### config.mk
export PLATFORM = sky130hd
export DESIGN_NAME = timestamp_line_parser_flat
export DESIGN_NICKNAME = d
export VERILOG_FILES = /design/src/tlp_pkg.sv /design/src/tlp_if.sv /design/src/tlp_line_store.sv /design/src/tlp_field_check.sv /design/src/timestamp_line_parser.sv /design/src/flat_wrapper.sv
export SDC_FILE = /design/constraint.sdc
export NUM_CORES = 1
export LEC_CHECK = 0
export BUFFER_PORTS_ARGS = -buffer_cell sky130_fd_sc_hd__buf_4
export CORE_MARGIN = 2
export CORE_UTILIZATION = 40
export DETAILED_ROUTE_END_ITERATION = 12
export PLACE_DENSITY = 0.61
export SLEW_MARGIN = 10
export SYNTH_ARGS = -nofsm -noshare
export SYNTH_HDL_FRONTEND = slang
export SYNTH_SLANG_ARGS = --single-unit
### constraint.sdc
create_clock -name clk_i -period 9.46 [get_ports clk_i]
set_input_delay 1.892 -clock clk_i [delete_from_list [all_inputs] [get_ports clk_i]]
set_output_delay 1.892 -clock clk_i [all_outputs]
set_load 0.005 [all_outputs]
### src/tlp_pkg.sv
// ----------------------------------------------------------------------------
// tlp_pkg: timestamp line parser shared definitions
// Types, constants and small helper functions used by the parser modules.
// ----------------------------------------------------------------------------
package tlp_pkg;

  localparam int unsigned LineLength = 17;
  localparam int unsigned CountWidth = $clog2(LineLength + 1);

  localparam logic [7:0] CharCr    = 8'h0D;
  localparam logic [7:0] CharZero  = 8'h30;
  localparam logic [7:0] CharColon = 8'h3A;
  localparam logic [7:0] CharSlash = 8'h2F;
  localparam logic [7:0] CharSpace = 8'h20;

  localparam logic [7:0] HourMax   = 8'd23;
  localparam logic [7:0] MinSecMax = 8'd59;
  localparam logic [7:0] DayMax    = 8'd31;
  localparam logic [7:0] MonthMax  = 8'd12;
  localparam logic [7:0] YearMax   = 8'd99;

  // field start positions within the line
  localparam int unsigned PosHour   = 0;
  localparam int unsigned PosMinute = 3;
  localparam int unsigned PosSecond = 6;
  localparam int unsigned PosDay    = 9;
  localparam int unsigned PosMonth  = 12;
  localparam int unsigned PosYear   = 15;

  // separator positions
  localparam int unsigned PosSepHm  = 2;
  localparam int unsigned PosSepMs  = 5;
  localparam int unsigned PosSepTd  = 8;
  localparam int unsigned PosSepDm  = 11;
  localparam int unsigned PosSepMy  = 14;

  typedef enum logic [1:0] {
    STATUS_OK     = 2'd0,
    STATUS_RANGE  = 2'd1,
    STATUS_FORMAT = 2'd2
  } status_e;

  typedef logic [LineLength-1:0][7:0] line_t;

  // snapshot of the line store handed to the checker
  typedef struct packed {
    line_t chars;
    logic  full;
  } store_t;

  typedef struct packed {
    status_e    status;
    logic [7:0] second_bcd;
    logic [7:0] minute_bcd;
    logic [7:0] hour_bcd;
    logic [7:0] day_bcd;
    logic [7:0] month_bcd;
    logic [7:0] year_bcd;
  } result_t;

  // (hi - '0') * 10 + (lo - '0'), wrapped to 8 bits
  function automatic logic [7:0] two_digit(input logic [7:0] hi, input logic [7:0] lo);
    logic [7:0] h;
    logic [7:0] l;
    begin
      h = hi - CharZero;
      l = lo - CharZero;
      two_digit = (h << 3) + (h << 1) + l;
    end
  endfunction

  // binary to two BCD digits, argument below 100
  function automatic logic [7:0] to_bcd(input logic [7:0] v);
    logic [15:0] prod;
    logic [3:0]  tens;
    logic [7:0]  ones;
    begin
      prod   = {8'd0, v} * 16'd205;
      tens   = prod[14:11];
      ones   = v - ({4'd0, tens} << 3) - ({4'd0, tens} << 1);
      to_bcd = {tens, ones[3:0]};
    end
  endfunction

endpackage

### src/tlp_if.sv
// ----------------------------------------------------------------------------
// tlp channel interfaces
// Valid/ready channels for received bytes and for parse results.
// ----------------------------------------------------------------------------
interface tlp_rx_if;
  logic       valid;
  logic       ready;
  logic [7:0] rx_byte;

  modport source (output valid, output rx_byte, input ready);
  modport sink   (input valid, input rx_byte, output ready);
endinterface

interface tlp_res_if;
  logic       valid;
  logic       ready;
  logic [1:0] status;
  logic [7:0] second_bcd;
  logic [7:0] minute_bcd;
  logic [7:0] hour_bcd;
  logic [7:0] day_bcd;
  logic [7:0] month_bcd;
  logic [7:0] year_bcd;

  modport source (output valid, output status, output second_bcd, output minute_bcd,
                  output hour_bcd, output day_bcd, output month_bcd, output year_bcd,
                  input ready);
  modport sink   (input valid, input status, input second_bcd, input minute_bcd,
                  input hour_bcd, input day_bcd, input month_bcd, input year_bcd,
                  output ready);
endinterface

### src/tlp_line_store.sv
// ----------------------------------------------------------------------------
// tlp_line_store: received character store
// Holds the characters of the current line and the saturating fill count.
// ----------------------------------------------------------------------------
module tlp_line_store (
  input  logic            clk_i,
  input  logic            rst_ni,
  input  logic            beat_i,
  input  logic [7:0]      rx_byte_i,
  output tlp_pkg::store_t store_o
);

  logic [tlp_pkg::CountWidth-1:0] count_q, count_d;
  tlp_pkg::line_t                 chars_q;
  logic                           is_cr;
  logic                           full;
  logic                           wr_en;

  assign is_cr = (rx_byte_i == tlp_pkg::CharCr);
  assign full  = (count_q == tlp_pkg::CountWidth'(tlp_pkg::LineLength));
  assign wr_en = beat_i && !is_cr && !full;

  always_comb begin
    count_d = count_q;
    if (beat_i) begin
      if (is_cr) begin
        count_d = '0;
      end else if (!full) begin
        count_d = count_q + 1'b1;
      end
    end
  end

  always_ff @(posedge clk_i or negedge rst_ni) begin
    if (!rst_ni) begin
      count_q <= '0;
    end else begin
      count_q <= count_d;
    end
  end

  // payload only, contents read once the line is full
  always_ff @(posedge clk_i) begin
    if (wr_en) begin
      chars_q[count_q] <= rx_byte_i;
    end
  end

  assign store_o.chars = chars_q;
  assign store_o.full  = full;

  a_count_bound: assert property (@(posedge clk_i) disable iff (!rst_ni)
    count_q <= tlp_pkg::CountWidth'(tlp_pkg::LineLength))
    else $error("line count beyond line length");

  a_cr_clears: assert property (@(posedge clk_i) disable iff (!rst_ni)
    (beat_i && is_cr) |=> (count_q == '0))
    else $error("count not cleared after carriage return");

endmodule

### src/tlp_field_check.sv
// ----------------------------------------------------------------------------
// tlp_field_check: line decode and check
// Forms the six two-digit values, checks ranges then separators, builds BCD.
// ----------------------------------------------------------------------------
module tlp_field_check (
  input  tlp_pkg::store_t  store_i,
  output tlp_pkg::result_t result_o
);

  logic [7:0] hour, minute, second, day, month, year;
  logic       range_bad;
  logic       sep_bad;
  tlp_pkg::line_t ch;

  assign ch = store_i.chars;

  assign hour   = tlp_pkg::two_digit(ch[tlp_pkg::PosHour],   ch[tlp_pkg::PosHour + 1]);
  assign minute = tlp_pkg::two_digit(ch[tlp_pkg::PosMinute], ch[tlp_pkg::PosMinute + 1]);
  assign second = tlp_pkg::two_digit(ch[tlp_pkg::PosSecond], ch[tlp_pkg::PosSecond + 1]);
  assign day    = tlp_pkg::two_digit(ch[tlp_pkg::PosDay],    ch[tlp_pkg::PosDay + 1]);
  assign month  = tlp_pkg::two_digit(ch[tlp_pkg::PosMonth],  ch[tlp_pkg::PosMonth + 1]);
  assign year   = tlp_pkg::two_digit(ch[tlp_pkg::PosYear],   ch[tlp_pkg::PosYear + 1]);

  assign range_bad = (hour > tlp_pkg::HourMax) || (minute > tlp_pkg::MinSecMax) ||
                     (second > tlp_pkg::MinSecMax) || (day == 8'd0) ||
                     (day > tlp_pkg::DayMax) || (month == 8'd0) ||
                     (month > tlp_pkg::MonthMax) || (year > tlp_pkg::YearMax);

  assign sep_bad = (ch[tlp_pkg::PosSepHm] != tlp_pkg::CharColon) ||
                   (ch[tlp_pkg::PosSepMs] != tlp_pkg::CharColon) ||
                   (ch[tlp_pkg::PosSepTd] != tlp_pkg::CharSpace) ||
                   (ch[tlp_pkg::PosSepDm] != tlp_pkg::CharSlash) ||
                   (ch[tlp_pkg::PosSepMy] != tlp_pkg::CharSlash);

  always_comb begin
    result_o = '0;
    priority if (!store_i.full) begin
      // short line, no value check
      result_o.status = tlp_pkg::STATUS_FORMAT;
    end else if (range_bad) begin
      result_o.status = tlp_pkg::STATUS_RANGE;
    end else if (sep_bad) begin
      result_o.status = tlp_pkg::STATUS_FORMAT;
    end else begin
      result_o.status     = tlp_pkg::STATUS_OK;
      result_o.second_bcd = tlp_pkg::to_bcd(second);
      result_o.minute_bcd = tlp_pkg::to_bcd(minute);
      result_o.hour_bcd   = tlp_pkg::to_bcd(hour);
      result_o.day_bcd    = tlp_pkg::to_bcd(day);
      result_o.month_bcd  = tlp_pkg::to_bcd(month);
      result_o.year_bcd   = tlp_pkg::to_bcd(year);
    end
  end

endmodule

### src/timestamp_line_parser.sv
// ----------------------------------------------------------------------------
// timestamp_line_parser: "HH:MM:SS DD/MM/YY" line parser
// Collects a line of received characters and reports status and BCD fields
// at each carriage return.
// ----------------------------------------------------------------------------
// result: registered at its carriage return beat and valid in the next cycle
// throughput: one byte per cycle; the result register frees as it is taken, so
//   a full register accepts the next byte only with ready high
// reset: clears the character count and the result valid; the line store
//   is not reset, its contents are read only after a full line is written
module timestamp_line_parser (
  input  logic            clk_i,
  input  logic            rst_ni,
  tlp_rx_if.sink          rx_i,
  tlp_res_if.source       res_o
);

  logic             rx_beat;
  logic             cr_beat;
  logic             res_valid_q, res_valid_d;
  tlp_pkg::store_t  store;
  tlp_pkg::result_t result_d, result_q;

  assign rx_i.ready = !res_valid_q || res_o.ready;
  assign rx_beat    = rx_i.valid && rx_i.ready;
  assign cr_beat    = rx_beat && (rx_i.rx_byte == tlp_pkg::CharCr);

  tlp_line_store u_store (
    .clk_i     (clk_i),
    .rst_ni    (rst_ni),
    .beat_i    (rx_beat),
    .rx_byte_i (rx_i.rx_byte),
    .store_o   (store)
  );

  tlp_field_check u_check (
    .store_i  (store),
    .result_o (result_d)
  );

  always_comb begin
    res_valid_d = res_valid_q;
    if (cr_beat) begin
      res_valid_d = 1'b1;
    end else if (res_o.ready) begin
      res_valid_d = 1'b0;
    end
  end

  always_ff @(posedge clk_i or negedge rst_ni) begin
    if (!rst_ni) begin
      res_valid_q <= 1'b0;
    end else begin
      res_valid_q <= res_valid_d;
    end
  end

  always_ff @(posedge clk_i) begin
    if (cr_beat) begin
      result_q <= result_d;
    end
  end

  assign res_o.valid      = res_valid_q;
  assign res_o.status     = result_q.status;
  assign res_o.second_bcd = result_q.second_bcd;
  assign res_o.minute_bcd = result_q.minute_bcd;
  assign res_o.hour_bcd   = result_q.hour_bcd;
  assign res_o.day_bcd    = result_q.day_bcd;
  assign res_o.month_bcd  = result_q.month_bcd;
  assign res_o.year_bcd   = result_q.year_bcd;

  a_cr_gives_result: assert property (@(posedge clk_i) disable iff (!rst_ni)
    cr_beat |=> res_valid_q)
    else $error("no result after carriage return");

  a_no_beat_when_blocked: assert property (@(posedge clk_i) disable iff (!rst_ni)
    (res_valid_q && !res_o.ready) |-> !rx_beat)
    else $error("byte taken while result register blocked");

  a_fields_zero_on_error: assert property (@(posedge clk_i) disable iff (!rst_ni)
    (res_valid_q && (result_q.status != tlp_pkg::STATUS_OK)) |->
      (result_q.second_bcd == 8'd0 && result_q.minute_bcd == 8'd0 &&
       result_q.hour_bcd == 8'd0 && result_q.day_bcd == 8'd0 &&
       result_q.month_bcd == 8'd0 && result_q.year_bcd == 8'd0))
    else $error("fields nonzero on rejected line");

  a_bcd_in_range: assert property (@(posedge clk_i) disable iff (!rst_ni)
    (res_valid_q && (result_q.status == tlp_pkg::STATUS_OK)) |->
      (result_q.hour_bcd <= 8'h23 && result_q.minute_bcd <= 8'h59 &&
       result_q.second_bcd <= 8'h59 && result_q.day_bcd != 8'h00 &&
       result_q.day_bcd <= 8'h31 && result_q.month_bcd != 8'h00 &&
       result_q.month_bcd <= 8'h12 && result_q.year_bcd[3:0] <= 4'd9))
    else $error("accepted field out of range");

endmodule
### src/flat_wrapper.sv
// flat-port wrapper written by rule: the top's interface ports become plain ports
module timestamp_line_parser_flat 
  (clk_i, rst_ni, rx_i_valid, rx_i_rx_byte, rx_i_ready, res_o_valid, res_o_status, res_o_second_bcd, res_o_minute_bcd, res_o_hour_bcd, res_o_day_bcd, res_o_month_bcd, res_o_year_bcd, res_o_ready);
  tlp_rx_if rx_i_i ();
  tlp_res_if res_o_i ();
  input  logic clk_i;
  input  logic rst_ni;
  input wire logic [$bits(rx_i_i.valid)-1:0] rx_i_valid;
  input wire logic [$bits(rx_i_i.rx_byte)-1:0] rx_i_rx_byte;
  output wire logic [$bits(rx_i_i.ready)-1:0] rx_i_ready;
  output wire logic [$bits(res_o_i.valid)-1:0] res_o_valid;
  output wire logic [$bits(res_o_i.status)-1:0] res_o_status;
  output wire logic [$bits(res_o_i.second_bcd)-1:0] res_o_second_bcd;
  output wire logic [$bits(res_o_i.minute_bcd)-1:0] res_o_minute_bcd;
  output wire logic [$bits(res_o_i.hour_bcd)-1:0] res_o_hour_bcd;
  output wire logic [$bits(res_o_i.day_bcd)-1:0] res_o_day_bcd;
  output wire logic [$bits(res_o_i.month_bcd)-1:0] res_o_month_bcd;
  output wire logic [$bits(res_o_i.year_bcd)-1:0] res_o_year_bcd;
  input wire logic [$bits(res_o_i.ready)-1:0] res_o_ready;
  assign rx_i_i.valid = rx_i_valid;
  assign rx_i_i.rx_byte = rx_i_rx_byte;
  assign rx_i_ready = rx_i_i.ready;
  assign res_o_valid = res_o_i.valid;
  assign res_o_status = res_o_i.status;
  assign res_o_second_bcd = res_o_i.second_bcd;
  assign res_o_minute_bcd = res_o_i.minute_bcd;
  assign res_o_hour_bcd = res_o_i.hour_bcd;
  assign res_o_day_bcd = res_o_i.day_bcd;
  assign res_o_month_bcd = res_o_i.month_bcd;
  assign res_o_year_bcd = res_o_i.year_bcd;
  assign res_o_i.ready = res_o_ready;
  timestamp_line_parser u_core (.clk_i(clk_i), .rst_ni(rst_ni), .rx_i(rx_i_i), .res_o(res_o_i));
endmodule
-- After elaboration in Yosys (flattened, before gate mapping)
Cells that the tools add are included.
- output and inout bits: 52
- bits in registers: 192
- bits of input ports: 12
- logic and storage cells: 120
- equal/unequal tests: 8
- multipliers: 6
- mux-type cells: 9
- reductions and logical operators: 25
- bitwise logic cells: 1
- add/sub/neg operators: 37
- $lt $le $gt $ge: 8
- operators by type and width (kind ; number):
    bitwise mux 136 bit ; 1
    adder 8 bit ; 12
    multiplier 8 x 8 -> 15 bit (second input constant) ; 6
    subtractor 4 bit ; 12
    subtractor 8 x 6 -> 8 bit (second input constant) ; 6
    subtractor 7 x 6 -> 7 bit (second input constant) ; 6
    demux 8 bit (select 5 bit) ; 1
    inequality test 8 x 6 -> 1 bit (second input constant) ; 5
    > comparator 8 x 5 -> 1 bit (second input constant) ; 2
    > comparator 8 x 6 -> 1 bit (second input constant) ; 2
    logical NOT 8 bit ; 2
    logical OR 1 bit ; 12
    2-to-1 mux 5 bit ; 2
    == test 8 x 4 -> 1 bit (second input constant) ; 1
    > comparator 8 x 4 -> 1 bit (second input constant) ; 1
    > comparator 8 x 7 -> 1 bit (second input constant) ; 1
    2-to-1 mux 8 bit ; 1
    less-than comparator 5 x 6 -> 1 bit (second input constant) ; 1
    adder 5 x 1 -> 5 bit (second input constant) ; 1
    == test 5 bit (second input constant) ; 1
    greater-or-equal comparator 5 x 1 -> 1 bit (second input constant) ; 1
    logical AND 1 bit ; 5
    2-to-1 mux 2 bit ; 2
    logical NOT 1 bit ; 3
    6 further kinds ; 7

-- Depth between registers and ports, before layout
- depth after elaboration: 12
- mapped depth: 26
- mapped depth without buffers: 26

-- Hierarchy
From an unflattened synthesis, not the netlist that was laid out.
- cell total of the unflattened synthesis: 1363
- area total of the unflattened synthesis: 16175.5 µm²
- by module, submodules not included (module ; sequential area each (µm²) ; area each (µm²) ; cells an instance ; instances):
    tlp_field_check ; 0.0 ; 9903.2 ; 1100 ; 1
    tlp_line_store ; 4209.0 ; 4673.2 ; 205 ; 1
    timestamp_line_parser ; 1526.5 ; 1599.0 ; 58 ; 1

-- Worst setup path before layout
OpenSTA, ideal clock, no wires.
- path kind: register to register
- from: reg u_core.u_store.chars_q (netlist bit u_core.u_store.store_o[121])
- to: reg u_core.result_q (netlist bit u_core.res_o.year_bcd[3]) (data pin)
- stages on the path, launching flop included: 25
- data arrival time: 6052 ps
- slack: 3142 ps
- period minus slack after synthesis: 6318 ps
- library setup time: 266 ps
- path buffers: 0
- required time: 9194 ps
- path through: edfxtp_1 -> fa_1 -> fa_1 -> ha_1 -> a21o_1 -> a21oi_1 -> xnor2_1 -> ha_1 -> inv_1 -> fa_1 -> fa_1 -> fa_1 -> inv_1 -> ha_1 -> nand3_1 -> a21oi_1 -> a211oi_1 -> nor2b_1 -> xnor2_1 -> ha_1 -> nand2_1 -> and4_1 -> xnor2_1 -> xnor2_1 -> nor2_1
- longest elaborated chain between the ends: 6
- elaborated cells between the ends (all ways): 9
- classes of those cells: add/sub (5); mul (1); order compare (1); reduce/logical (2)
- ends and longest elaborated chain (item ; RTL line ; RTL):
    start: declaration ; tlp_line_store.sv:14 ; tlp_pkg::line_t chars_q;
    start signal: indexed assignment ; tlp_line_store.sv:45 ; chars_q[count_q] <= rx_byte_i;
    subtractor 7 x 6 -> 7 bit (*) ; tlp_pkg.sv:66 ; h = hi - CharZero;
    adder 8 bit (*) (2 in a row) ; tlp_pkg.sv:68 ; two_digit = (h << 3) + (h << 1) + l;
    multiplier 8 x 8 -> 15 bit or > comparator 8 x 7 -> 1 bit (tied branches) ; tlp_pkg.sv:78, tlp_field_check.sv:27 ;
    subtractor 4 bit or logical OR 1 bit (tied branches) ; tlp_pkg.sv:80, tlp_field_check.sv:27 ;
    subtractor 4 bit or OR reduction 3 bit (tied branches) ; n/a ;
    end signal: assignment ; timestamp_line_parser.sv:60 ; result_q <= result_d;
    end: declaration ; timestamp_line_parser.sv:22 ; tlp_pkg::result_t result_d, result_q;
Every way passes the cells marked *; elsewhere a longest branch is shown, timed or not.
A chain may end at the register's enable or synchronous reset.

-- Final worst setup path
Ends and elaborated chain as after synthesis.

==> impl_metrics.tcl <==
set metrics [dict create \
    status "complete, no violations" \
    clk_path_buf_depth 2 \
    period_needed_ns 6.74 \
    skew_ns 0.0116 \
    yosys_most_used_dff "edfxtp_1" \
    maxCapViolCount 0 \
    fillers 3589 \
    rows 72 \
    yosysWarnings 0 \
    clock_sink_count 186 \
    start_util_pct 40.6 \
    setup-tns-final_ns 0 \
    dp_cells 1936 \
    cts_resized 0 \
    rsz0062_at_grt "no" \
    drc 0 \
    critPathKind "reg -> reg" \
    setup-violations-final 0 \
    diodes 0 \
    ys_ff_latch 186 \
    design.die.area_sq_um 41100 \
    first_iter_violations 357 \
    cts_tree "yes" \
    postCtsHoldBufs 0 \
    routedWlPerCell_um 14.9 \
    root_buffer "clkbuf_16" \
    dr.pass1.iters 4 \
    multiInputGateArea_sq_um 9070 \
    layout-drive-gt1-share_pct 7.66 \
    post-cts-setup-buffers 0 \
    htree_levels 4 \
    gp_congestion 0.824 \
    nets 1894 \
    via_per_inst 4.75 \
    io_buffer_count 63 \
    drv_slew 0 \
    seqCellArea_sq_um 5560 \
    period_share_pct 71.2 \
    insertion_delay_ns 0.45 \
    clock.fmax_mhz 148 \
    syn_nets 1814 \
    synth_cell_types 55 \
    antenna_found_initial 0 \
    num_io_pins 64 \
    crit_arrival_ns 6.91 \
    cts-buffers-inserted 17 \
    ys_async_sr_fraction_pct 3.23 \
    worst_pin_slew_ns 0.989 \
    syn_area_per_cell_sq_um 11.6 \
    worstPathMaxFanout 5 \
    cts.reportedPaths.clkPinSlew_ns 0.07 \
    final_cells 1968 \
    required_ns 9.63 \
    synth_seq_area_share_pct 35.2 \
    maxSlewHeadroom_pct 33.8 \
    grt_overflow 0 \
    core-area_sq_um 38800 \
    synthCells 1357 \
    ant_nets 0 \
    start_kind "flop" \
    grt_max_degree 41 \
    syn_to_final_growth_pct 11.1 \
    hpwl_um 23200 \
    syn_area_sq_um 15800 \
    grt_pass1_wl_um 48800 \
    utilization_pct 45.2 \
    holdCritPathClass "reg -> reg" \
    die_x_um 203 \
    final-hold-violation-count 0 \
    die_y_um 203 \
    via_count 9350 \
    grt_usage_pct 15.1 \
    wirelength_um 29300 \
    synth_edf_count 180 \
    grt_pass1_vias 9558 \
    setup.worst_path.end_class "flop" \
]
==> cells by family (layout without fill, tap and decap cells) <==
kind of cell / after synthesis / after routing / synth area share, %
AO/OA/AOI/OAI: 117 / 117 / 4.88
XOR/XNOR: 125 / 125 / 7.42
adder cells (fa/ha/maj): 445 / 445 / 39.5
buffers and inverters: 305 / 398 / 7.30
flip-flops: 186 / 186 / 35.2
multiplexers: 1 / 1 / 0.0634
AND/OR/NAND/NOR: 178 / 178 / 5.66
==> layout make-up <==
class,instances,area share (%)
Tap cell,518,3.70
Sequential cell,186,31.7
Timing Repair Buffer,66,2.83
Inverter,300,6.42
Clock buffer,17,2.43
Clock inverter,15,1.22
Multi-Input combinational cell,866,51.7
==> Yosys cell counts, types with 5 or more instances <==
library cell | count | share of area, %
fa_1 | 88 | 11
inv_1 | 300 | 7.1
xnor3_1 | 5 | 0.71
nor3_1 | 6 | 0.19
o21bai_1 | 5 | 0.24
xnor2_1 | 81 | 4.5
o21ai_0 | 21 | 0.67
dfrtp_1 | 6 | 0.95
and3_1 | 10 | 0.40
nand2_1 | 26 | 0.62
edfxtp_1 | 180 | 34
nand3_1 | 18 | 0.57
nand4_1 | 9 | 0.36
nor2_1 | 74 | 1.8
ha_1 | 357 | 28
a21oi_1 | 38 | 1.2
xor2_1 | 38 | 2.1
a21o_1 | 18 | 0.86
==> registers in the layout (all words and copies together) (netlist names) <==
signal                   flops
u_core.res_o.year_bcd        8
u_core.res_o.day_bcd         8
u_core.u_store.store_o     130
u_core.res_o.second_bcd      8
u_core.u_store.count_q       5
u_core.res_o.status          2
u_core.res_o.minute_bcd      8
u_core.res_o.valid           1
u_core.res_o.hour_bcd        8
u_core.res_o.month_bcd       8
==> path summary, 6_finish.rpt <==
kind | from | cells after the start | end | slack (ns)
setup / recovery | u_core.u_store.store_o[121]$_DFFE_PP_ | 24 | u_core.res_o.year_bcd[3]$_SDFFCE_PP0P_ | 2.72
hold / removal | u_core.u_store.count_q[0]$_DFFE_PN0P_ | 1 | u_core.u_store.count_q[0]$_DFFE_PN0P_ | 0.62
setup reg to reg | u_core.u_store.store_o[121]$_DFFE_PP_ | 24 | u_core.res_o.year_bcd[3]$_SDFFCE_PP0P_ | 2.72
hold reg to reg | u_core.u_store.count_q[0]$_DFFE_PN0P_ | 1 | u_core.u_store.count_q[0]$_DFFE_PN0P_ | 0.62
max in group asynchronous | rst_ni | 1 | u_core.u_store.count_q[0]$_DFFE_PN0P_ | 8.10
min in group asynchronous | rst_ni | 1 | u_core.u_store.count_q[1]$_DFFE_PN0P_ | 1.23
==> through the flow <==
stage	instance area [sq um]	setup WS [ns]	hold slack, ns
6_report	17500	2.72	0.624
5_1_grt	17500	2.21	0.641
4_1_cts	17500	2.67	0.622
3_5_place_dp	16900	2.69	0.603
3_3_place_gp	16900	2.82	0.578
2_1_floorplan	15800	3.14	0.538
==> cell usage in the layout (no fill, tap or decap), types with 5 or more instances in the layout <==
master	n
ha_1	357
clkbuf_16	17
xor2_1	38
nand2_1	26
fa_1	88
nor2_1	74
clkinv_8	6
dfrtp_1	6
nand3_1	18
nor3_1	6
o21ai_0	21
and3_1	10
o21bai_1	5
a21oi_1	38
buf_4	66
a21o_1	18
xnor2_1	81
inv_1	299
nand4_1	9
xnor3_1	5
edfxtp_1	180
==> worst max-delay path, stage by stage, from the launching register on <==
cell and delay, ns:
edfxtp_1 0.43, fa_1 0.45, fa_1 0.50, ha_1 0.32
a21o_1 0.16, a21oi_1 0.17, xnor2_1 0.27, ha_1 0.34
inv_1 0.07, fa_1 0.43, fa_1 0.51, fa_1 0.54
inv_1 0.05, ha_1 0.18, a21oi_1 0.23, a21oi_1 0.11
a211oi_1 0.44, nor2b_1 0.25, xnor2_1 0.10, ha_1 0.31
nand2_1 0.05, and4_1 0.21, xnor2_1 0.16, xnor2_1 0.13
nor2_1 0.05
==> metal layers <==
metal | vias up | track usage (%) | routed length [um] | share of wire [%]
met3 | 19 | 2.89 | 854 | 2.9
met2 | 101 | 25.1 | 13900 | 47
li1 | 4749 | - | - | -
met1 | 4481 | 20.5 | 14200 | 49
met5 | - | 0 | 0 | 0
met4 | 0 | 3.39 | 321 | 1.1
Power is left out: the tool's default activity adds up to more than one toggle a clock period on the data nets, which glitch-free logic cannot reach.
